<file path="config.mk">
export PLATFORM = sky130hd
export DESIGN_NAME = hid_report_change_events
export DESIGN_NICKNAME = d
export VERILOG_FILES = /design/src/rtl/core/hidrc_pkg.sv /design/src/rtl/core/hidrc_front.sv /design/src/rtl/core/hidrc_queue.sv /design/src/rtl/core/hidrc_back.sv /design/src/rtl/core/hid_report_change_events.sv
export SDC_FILE = /design/constraint.sdc
export NUM_CORES = 1
export LEC_CHECK = 0
export ABC_AREA = 1
export BUFFER_PORTS_ARGS = -buffer_cell sky130_fd_sc_hd__buf_2
export CORE_MARGIN = 5
export CORE_UTILIZATION = 30
export CTS_BUF_LIST = sky130_fd_sc_hd__clkbuf_8 sky130_fd_sc_hd__clkbuf_16
export CTS_CLUSTER_SIZE = 20
export DETAILED_ROUTE_END_ITERATION = 7
export GPL_TIMING_DRIVEN = 0
export PLACE_DENSITY = 0.43
export SLEW_MARGIN = 20
export SYNTH_ARGS = -nofsm -noshare
export SYNTH_HDL_FRONTEND = slang
export SYNTH_SLANG_ARGS = --single-unit
</file>
<file path="constraint.sdc">
create_clock -name clk -period 14.1 [get_ports clk]
set_input_delay 0.705 -clock clk [delete_from_list [all_inputs] [get_ports clk]]
set_output_delay 0.705 -clock clk [all_outputs]
set_load 0.005 [all_outputs]
</file>
<file path="src/rtl/core/hidrc_pkg.sv">
package hidrc_pkg;

  localparam int AXIS_COUNT   = 5;
  localparam int AXIS_W       = 8;
  localparam int AXES_W       = AXIS_COUNT * AXIS_W;
  localparam int HAT_W        = 4;
  localparam int BUTTON_COUNT = 12;
  localparam int BUTTON_IDX_W = 4;
  localparam int QUEUE_DEPTH  = 4;

  localparam logic [AXIS_W-1:0] AXIS_RESET = 8'h0D;

  typedef enum logic [1:0] {
    EVENT_AXES = 2'd0,
    EVENT_HAT  = 2'd1,
    EVENT_DOWN = 2'd2,
    EVENT_UP   = 2'd3
  } event_kind_t;

  // Work handed from the classifier to the event sequencer: one per report
  // that produces at least one event. Axis 0 sits in the low byte.
  typedef struct packed {
    logic [AXES_W-1:0]       axes;
    logic                    axes_chg;
    logic                    hat_chg;
    logic [HAT_W-1:0]        hat;
    logic [BUTTON_COUNT-1:0] buttons;
    logic [BUTTON_COUNT-1:0] changes;
  } work_t;

endpackage

</file>
<file path="src/rtl/core/hidrc_front.sv">
module hidrc_front (
  input  logic                                 clk,
  input  logic                                 rst,
  input  logic                                 in_valid,
  output logic                                 in_ready,
  input  logic [hidrc_pkg::AXES_W-1:0]         in_axes,
  input  logic [7:0]                           in_hat_low,
  input  logic [7:0]                           in_high,
  input  logic                                 q_full,
  output logic                                 q_push,
  output hidrc_pkg::work_t                     q_data
);

  logic [hidrc_pkg::AXES_W-1:0]       prev_axes;
  logic [hidrc_pkg::HAT_W-1:0]        prev_hat;
  logic                               hat_seen;
  logic [hidrc_pkg::BUTTON_COUNT-1:0] prev_buttons;

  logic                               accept;
  logic [hidrc_pkg::HAT_W-1:0]        hat;
  logic [hidrc_pkg::BUTTON_COUNT-1:0] buttons;

  assign in_ready = !q_full;
  assign accept   = in_valid && in_ready;
  assign hat      = in_hat_low[3:0];
  assign buttons  = {in_high, in_hat_low[7:4]};

  always_comb begin
    q_data.axes     = in_axes;
    q_data.axes_chg = (in_axes != prev_axes);
    // Until a hat has been seen after reset, the hat always counts as changed.
    q_data.hat_chg  = !hat_seen || (hat != prev_hat);
    q_data.hat      = hat;
    q_data.buttons  = buttons;
    q_data.changes  = buttons ^ prev_buttons;
    q_push = accept && (q_data.axes_chg || q_data.hat_chg || (q_data.changes != '0));
  end

  always_ff @(posedge clk) begin
    if (rst) begin
      prev_axes    <= {hidrc_pkg::AXIS_COUNT{hidrc_pkg::AXIS_RESET}};
      prev_hat     <= '0;
      hat_seen     <= 1'b0;
      prev_buttons <= '0;
    end else if (accept) begin
      if (q_data.axes_chg) begin
        prev_axes <= in_axes;
      end
      if (q_data.hat_chg) begin
        prev_hat <= hat;
        hat_seen <= 1'b1;
      end
      prev_buttons <= buttons;
    end
  end

endmodule

</file>
<file path="src/rtl/core/hidrc_queue.sv">
module hidrc_queue #(
  parameter int DEPTH = hidrc_pkg::QUEUE_DEPTH
) (
  input  logic             clk,
  input  logic             rst,
  input  logic             push,
  input  hidrc_pkg::work_t push_data,
  output logic             full,
  input  logic             pop,
  output logic             valid,
  output hidrc_pkg::work_t pop_data
);

  localparam int PW = (DEPTH > 1) ? $clog2(DEPTH) : 1;
  localparam int CW = $clog2(DEPTH + 1);

  hidrc_pkg::work_t mem [DEPTH];
  logic [PW-1:0]    wr_ptr;
  logic [PW-1:0]    rd_ptr;
  logic [CW-1:0]    count;

  assign full     = (count == CW'(DEPTH));
  assign valid    = (count != '0);
  assign pop_data = mem[rd_ptr];

  always_ff @(posedge clk) begin
    if (push) begin
      mem[wr_ptr] <= push_data;
    end
  end

  always_ff @(posedge clk) begin
    if (rst) begin
      wr_ptr <= '0;
      rd_ptr <= '0;
      count  <= '0;
    end else begin
      if (push) begin
        wr_ptr <= (wr_ptr == PW'(DEPTH - 1)) ? '0 : wr_ptr + 1'b1;
      end
      if (pop) begin
        rd_ptr <= (rd_ptr == PW'(DEPTH - 1)) ? '0 : rd_ptr + 1'b1;
      end
      if (push && !pop) begin
        count <= count + 1'b1;
      end else if (pop && !push) begin
        count <= count - 1'b1;
      end
    end
  end

endmodule

</file>
<file path="src/rtl/core/hidrc_back.sv">
module hidrc_back (
  input  logic                         clk,
  input  logic                         rst,
  input  logic                         q_valid,
  input  hidrc_pkg::work_t             q_data,
  output logic                         q_pop,
  output logic                         out_valid,
  input  logic                         out_ready,
  output hidrc_pkg::event_kind_t       out_kind,
  output logic [3:0]                   out_value,
  output logic [hidrc_pkg::AXES_W-1:0] out_axes,
  output logic                         out_last
);

  hidrc_pkg::work_t                   cur;
  logic                               busy;

  logic                               adv;
  logic                               emit;
  logic [hidrc_pkg::BUTTON_COUNT-1:0] low;
  logic [hidrc_pkg::BUTTON_COUNT-1:0] rest;
  logic [hidrc_pkg::BUTTON_IDX_W-1:0] idx;
  hidrc_pkg::event_kind_t             ev_kind;
  logic [3:0]                         ev_value;
  logic [hidrc_pkg::AXES_W-1:0]       ev_axes;
  logic                               ev_last;

  always_comb begin
    low  = cur.changes & (~cur.changes + 1'b1);
    rest = cur.changes & ~low;
    idx  = '0;
    for (int i = hidrc_pkg::BUTTON_COUNT - 1; i >= 0; i--) begin
      if (cur.changes[i]) begin
        idx = hidrc_pkg::BUTTON_IDX_W'(i);
      end
    end
    ev_axes  = '0;
    ev_value = '0;
    priority if (cur.axes_chg) begin
      ev_kind = hidrc_pkg::EVENT_AXES;
      ev_axes = cur.axes;
      ev_last = !cur.hat_chg && (cur.changes == '0);
    end else if (cur.hat_chg) begin
      ev_kind  = hidrc_pkg::EVENT_HAT;
      ev_value = cur.hat;
      ev_last  = (cur.changes == '0);
    end else begin
      ev_kind  = ((cur.buttons & low) != '0) ? hidrc_pkg::EVENT_DOWN : hidrc_pkg::EVENT_UP;
      ev_value = 4'(idx + 1'b1);
      ev_last  = (rest == '0);
    end
  end

  assign adv   = !out_valid || out_ready;
  assign emit  = busy && adv;
  assign q_pop = q_valid && (!busy || (emit && ev_last));

  always_ff @(posedge clk) begin
    if (rst) begin
      busy      <= 1'b0;
      out_valid <= 1'b0;
    end else begin
      if (adv) begin
        out_valid <= busy;
      end
      if (q_pop) begin
        busy <= 1'b1;
      end else if (emit && ev_last) begin
        busy <= 1'b0;
      end
    end
  end

  always_ff @(posedge clk) begin
    if (emit) begin
      out_kind  <= ev_kind;
      out_value <= ev_value;
      out_axes  <= ev_axes;
      out_last  <= ev_last;
    end
    if (q_pop) begin
      cur <= q_data;
    end else if (emit) begin
      priority if (cur.axes_chg) begin
        cur.axes_chg <= 1'b0;
      end else if (cur.hat_chg) begin
        cur.hat_chg <= 1'b0;
      end else begin
        cur.changes <= rest;
      end
    end
  end

  a_busy_has_work: assert property (@(posedge clk) disable iff (rst)
    busy |-> (cur.axes_chg || cur.hat_chg || (cur.changes != '0)))
    else $error("sequencer busy with no event left");

  a_axes_only_on_axes_event: assert property (@(posedge clk) disable iff (rst)
    (out_valid && (out_kind != hidrc_pkg::EVENT_AXES)) |-> (out_axes == '0))
    else $error("axis bytes on a non-axes event");

  a_stay_busy_midway: assert property (@(posedge clk) disable iff (rst)
    (emit && !ev_last) |=> busy)
    else $error("sequencer dropped a report before its last event");

  a_axes_value_zero: assert property (@(posedge clk) disable iff (rst)
    (out_valid && (out_kind == hidrc_pkg::EVENT_AXES)) |-> (out_value == '0))
    else $error("nonzero value on an axes event");

endmodule

</file>
<file path="src/rtl/core/hid_report_change_events.sv">
// Path: the first event of a report passes the work queue, the current-report
// register and the output register; its further events follow one per cycle
// while m_tready is high. Throughput: one report per cycle accepted while the
// work queue has room; a queued report yields 1 to 14 events, one per transfer.
// Reset (rst, synchronous, active high): stored axes 0x0D each, hat unseen,
// button mask zero, work queue and output register empty.
module hid_report_change_events #(
  parameter int QUEUE_DEPTH = hidrc_pkg::QUEUE_DEPTH
) (
  input  logic        clk,
  input  logic        rst,
  input  logic        s_tvalid,
  output logic        s_tready,
  // axis_x[7:0], axis_y[15:8], axis_z1[23:16], axis_z2[31:24], axis_rz[39:32],
  // hat_and_low_buttons[47:40], high_buttons[55:48]
  input  logic [55:0] s_tdata,
  output logic        m_tvalid,
  input  logic        m_tready,
  // event_kind[1:0], event_value[5:2], out_x[13:6], out_y[21:14],
  // out_z1[29:22], out_z2[37:30], out_rz[45:38], zero[47:46]
  output logic [47:0] m_tdata,
  // last_event: final event of this report
  output logic        m_tlast
);

  logic                         q_full;
  logic                         q_push;
  logic                         q_pop;
  logic                         q_valid;
  hidrc_pkg::work_t             q_in;
  hidrc_pkg::work_t             q_out;
  hidrc_pkg::event_kind_t       out_kind;
  logic [3:0]                   out_value;
  logic [hidrc_pkg::AXES_W-1:0] out_axes;

  // Front: compare each report against the stored one, update the stored
  // state at the transfer and queue the work if anything changed.
  hidrc_front u_front (
    .clk        (clk),
    .rst        (rst),
    .in_valid   (s_tvalid),
    .in_ready   (s_tready),
    .in_axes    (s_tdata[39:0]),
    .in_hat_low (s_tdata[47:40]),
    .in_high    (s_tdata[55:48]),
    .q_full     (q_full),
    .q_push     (q_push),
    .q_data     (q_in)
  );

  // Hold pending work so new reports keep flowing while events drain.
  hidrc_queue #(
    .DEPTH (QUEUE_DEPTH)
  ) u_queue (
    .clk       (clk),
    .rst       (rst),
    .push      (q_push),
    .push_data (q_in),
    .full      (q_full),
    .pop       (q_pop),
    .valid     (q_valid),
    .pop_data  (q_out)
  );

  // Back: walk the axes, hat and changed buttons of one report in order,
  // one event per output transfer.
  hidrc_back u_back (
    .clk       (clk),
    .rst       (rst),
    .q_valid   (q_valid),
    .q_data    (q_out),
    .q_pop     (q_pop),
    .out_valid (m_tvalid),
    .out_ready (m_tready),
    .out_kind  (out_kind),
    .out_value (out_value),
    .out_axes  (out_axes),
    .out_last  (m_tlast)
  );

  // Pack the event; the top two bits fill the last byte.
  assign m_tdata = {2'b00, out_axes, out_value, out_kind};

endmodule

</file>
### Word level (Yosys, flattened, before mapping)

Memory sizes are Yosys's and may differ from the RTL's. A register that Yosys moved wholly into a read port is not among the register bits.
Cells that the tools add are included.
W data, S select, Z words.

* add/sub/neg operators: 6
* multiply operators: 0
* div/mod/pow operators: 0
* order comparisons: 0
* equality and inequality tests: 7
* shift-type cells: 0
* multiplexer cells: 34
* bitwise gates (word level): 6
* reductions and logical operators: 33

Operators with widths (number)
* $mux W4: 13
* $mux W12: 4
* $ne A40 B40 Y1: 1
* $and A12 B12 Y12: 3
* $logic_not A12 Y1: 2
* $not A12 Y12: 2
* $reduce_bool A12 Y1: 2
* $add A12 B1 Y12 const B: 1
* $mux W2: 6
* $xor A12 B12 Y12: 1
* $mux W1: 9
* $logic_and A1 B1 Y1: 8
* $logic_not A1 Y1: 7
* $mux W3: 2
* $reduce_and A2 Y1: 3
* $reduce_bool A2 Y1: 3
* $logic_or A1 B1 Y1: 5
* $add A2 B1 Y2 const B: 2
* $add A4 B1 Y4 const B: 1
* $eq A2 B2 Y1 const B: 2
* $ne A2 B2 Y1 const B: 2
* $ne A4 B4 Y1: 1
* $add A3 B1 Y3 const B: 1
* $eq A3 B3 Y1 const B: 1
* other kinds (4): 4

* bits in registers: 183
* latch bits: 0
* RAM bits: 280
* ROM bits: 0
* input port bits: 60
* memories: 1

Memories
* u_queue.mem: depth 4, bits a word 70, read ports 1, clocked after Yosys merged registers in 1, write ports 1, RTL line hidrc_queue.sv:17 `hidrc_pkg::work_t mem [DEPTH];`

### Depth between registers and ports, before layout

* depth after elaboration: 14
* depth in mapped cells: 23
* gate-level depth less buffers: 20

### Cells and area by module

From an unflattened synthesis, not the netlist that was laid out.

* cells, all modules: 1643
* area, all modules: 19597.5 µm²

By module, submodules not included
* hidrc_queue: times used 1, cells an instance 736, area an instance 11409.7 µm², sequential area each 8588.2 µm²
* hidrc_back: times used 1, cells an instance 376, area an instance 4684.5 µm², sequential area each 3553.4 µm²
* hidrc_front: times used 1, cells an instance 528, area an instance 3484.6 µm², sequential area each 1141.1 µm²
* hid_report_change_events: times used 1, cells an instance 3, area an instance 18.8 µm², sequential area each 0.0 µm²

### Worst setup path before layout

Ideal clock, no wire load.

* path kind: input to register
* start: in s_tdata[7]
* end: mem u_queue.mem[0][0] (netlist bit), enable pin
* setup time: 498 ps
* arrival time: 4598 ps
* required time: 13602 ps
* slack: 9003 ps
* stages: 10
* cell sequence: or2_2 > nand3_1 > nor2_1 > nand2_1 > nor2_1 > nand4_1 > nand2_1 > nand2_1 > inv_1 > nor2_1

RTL lines
* start, declared: RTL line hid_report_change_events.sv:16 `input logic [55:0] s_tdata,`
* end, declared: RTL line hidrc_queue.sv:17

### Worst setup path after layout

* start: reg u_queue.count[1]
* end: mem u_queue.mem[3][15] (netlist bit), enable pin

* cells in the longest elaborated chain, start to end: 6

RTL lines
* start, declared: RTL line hidrc_queue.sv:20 `logic [CW-1:0] count;`
* start signal, assigned: RTL line hidrc_queue.sv:45 `count <= count + 1'b1;`
* start signal, assigned: RTL line hidrc_queue.sv:47 `count <= count - 1'b1;`
* $eq A3 B3 Y1: RTL line hidrc_queue.sv:22 `assign full = (count == CW'(DEPTH));`
* $logic_not A1 Y1: RTL line hidrc_front.sv:23 `assign in_ready = !q_full;`
* $logic_and A1 B1 Y1: RTL line hidrc_front.sv:24 `assign accept = in_valid && in_ready;`
* $logic_and A1 B1 Y1: RTL line hidrc_front.sv:36 `q_push = accept && (q_data.axes_chg || q_data.hat_chg || (q_data.changes != '0));`
* named net q_push: RTL line hid_report_change_events.sv:27 `logic q_push;`
* $mux W1: RTL line hidrc_queue.sv:27 `if (push) begin`
* $mux W1 (implied by the code): RTL line hidrc_queue.sv:28 `mem[wr_ptr] <= push_data;`

The timed path passes the listed nets, and every way through them passes these cells.

==> out/metrics.cfg <==
[clock_tree]
cts_setup_buffers = 0
cts_tree = done
cts_hold_buf = 0
root_buffer = clkbuf_16
htree_levels = 2
clk_pin_slew_ps = 60
clock_latency_ps = 590
cts_sinks = 465
cts.path.max_buffers = 3
cts_resized = 0
cts_made_buffers = 52

[detailed_routing]
firstDrtPassIters = 5
vias_per_cell = 4.647
drc = 0
wl_per_cell_um = 19.63
wl_mm = 48.03
drtIter0Drc = 800
ant_nets = 0
vias = 11370

[floorplan]
initial_core_util_pct = 30.41
num_rows = 89
core_um2 = 59240
die_height_um = 255.0
pin_count = 111
dieArea_um2 = 65050
chipWidth_um = 255.0

[power_and_ir_drop]
p_total_w = 0.004782
peakVddDrop_uv = 88.57
power_leakage_nw = 8.118
switching_share_pct = 32.96
seqPwrFrac_pct = 43.7
p_comb_share_pct = 27.4
p_int_w = 0.003206
pwr_density_cell_nw_per_um2 = 219.5
clkPwrFrac_pct = 29.0
p_switching_w = 0.001576

[cells_and_area]
instances_no_fill = 2447
finish.instance_area_um2 = 21790
final_nets = 1699
area_delta_synth_final_pct = 20.96
drive_gt1_share_pct = 14.41
fillers = 5782
final_common_cell = edfxtp_1
mostFrequentLayoutCells = 397 x edfxtp_1, 231 x nor2_1, 180 x nand2_1, 174 x o21ai_0, 111 x buf_2

[critical_path]
cp_data_required_time_ps = 14380
cp-startpoint = u_queue.count[1]
critPathMaxFanout = 20
worstPathArrival_ps = 3550
start_kind = flop
ff2ff_path_depth = 10
crit-reg2reg-launch = u_queue.count[1]
crit_path_end_kind = flop
crit_type = reg -> reg

[yosys]
synth-edff-count = 397
synth_cell_types = 38
yosysSeqAreaShare_pct = 73.74
syn_inst = 1450
async_flop_share_pct = 0
ys_ff_latch = 465
synth_area_um2 = 18010
yosysWarnings = 0
synthFlopType = edfxtp_1
avgSynthCellArea_um2 = 12.42

[global_route]
antenna_found_initial = 8
first_global_vias = 11510
grt_max_degree = 33
grt-ovfl-total = 0
grt_pass1_wl_mm = 72.06
grt_use_total_pct = 14.69

[min_path]
worstHoldStart = s_tdata[8]
hold_depth = 1
worst_hold_path_type = in -> reg

[sta]
final_hold_viol_count = 0
timing.setup.tns_ps = 0
fmax_ghz = 0.3059
relSlewSlack_pct = 40.88
tightest_slew_ps = 886.9
fin_crit_sh_pct = 23.19
setup_ws_ps = 10830
setup_violations = 0
period_minus_slack_ps = 3269
rsz0062_at_grt = false
fin_skew_ps = 14.19
finalMaxSlewViolations = 0

[place]
dp_hpwl_mm = 32.32
dp_slack_ps = 10340
gp_congestion = 0.8033
dp.cells = 2350
port_buffers = 108
dpl-instance-area_um2 = 20020

[outcome]
outcome = completed

[job]
drv_cap = 0

## metrics by stage
step	hold WS, ps	util, %
after floorplan	441.0	-
after global placement	456.1	32.96
after detailed placement	464.5	33.80
after CTS	340.6	36.77
after global routing	363.9	36.77
final	386.1	36.78
## area by class of cell
class	instances	area (µm²)	area share (%)
plain buffers	70	289.0	1.327
inverters	93	354.1	1.625
multi-input cells	823	4130	18.96
diodes	1	2.502	0.01149
repair buffers	126	998.5	4.583
well taps	773	967.2	4.439
clock buffers	62	1450	6.656
clock inverters	34	314.1	1.441
flip-flops and latches	465	13280	60.96
## power groups by stage
stage	combinational, W	sequential, W	clock, W
3_5_place_dp	0.00134	0.00212	0
6_report	0.00131	0.00209	0.00138
5_1_grt	0.00148	0.00212	0.00149
3_3_place_gp	0.00124	0.00216	0
4_1_cts	0.00135	0.00209	0.00143
2_1_floorplan	0.000750	0.00210	0
## layer usage
metal | track usage (%) | up-vias | share of wire (%)
met5 | 0 | - | 0.12
met4 | 4.334 | 10 | 2.4
met3 | 2.845 | 87 | 4.6
met2 | 23.60 | 233 | 46
met1 | 20.42 | 5586 | 47
li1 | - | 5455 | -
## worst max-delay path: stages (launching register included)
cell and delay, ps:
dfxtp_1 380, inv_1 70, nand3_1 290, nand2_1 170, clkinv_1 200, nand2_1 310
nand2_1 290, inv_1 210, nor2_4 580, buf_16 240, buf_12 200
## synthesized netlist by cell type, types with 2 or more instances
library cell	count	share of area [%]
edfxtp_1	397	66
nor2_1	235	4.9
nand2_1	180	3.8
o21ai_0	174	4.8
inv_1	89	1.9
dfxtp_1	68	7.6
clkbuf_1	57	1.2
o22ai_1	56	1.9
xnor2_1	46	2.2
a21oi_1	36	1.0
nand3_1	26	0.72
a32o_1	11	0.61
nand4_1	11	0.38
xor2_1	10	0.49
ha_1	7	0.49
buf_1	6	0.13
nand2_2	4	0.14
buf_2	3	0.083
clkinv_1	3	0.063
nor3_1	3	0.083
nor3_2	3	0.17
o21ai_2	3	0.15
a21boi_0	2	0.083
buf_4	2	0.083
buf_6	2	0.13
nand2_4	2	0.13
nor2_4	2	0.13
or2_2	2	0.069
## state kept, by name (all words and copies together) (netlist names), 2 cells and up, named ones only
name and flops:
u_back.out_kind 2, u_front.prev_buttons 12, u_queue.count 3, u_back.out_value 4, u_queue.rd_ptr 2, u_queue.mem 280
u_front.prev_hat 4, u_front.prev_axes 40, u_back.cur 70, u_queue.wr_ptr 2, u_back.out_axes 40
## worst paths after layout
| path | slack (ps) | endpoint |
|---|---|---|
| max | 10830 | u_queue.mem[3][15] |
| min | 390 | u_queue.mem[0][38] |
| max reg2reg | 10830 | u_queue.mem[3][15] |
| min reg2reg | 470 | u_front.prev_axes[7] |
## cell families (layout without fill, tap and decap cells)
group / Yosys count / count (layout) / synth area share (%)
XOR/XNOR: 56 / 56 / 2.723
other: 1 / 3 / 0.02082
AND/OR/NAND/NOR: 471 / 471 / 10.57
AO/OA/AOI/OAI: 286 / 286 / 8.807
buffers and inverters: 163 / 385 / 3.542
adder cells (fa/ha/maj): 8 / 8 / 0.5973
flip-flops: 465 / 465 / 73.74
Power figures use the tool's default switching activity.
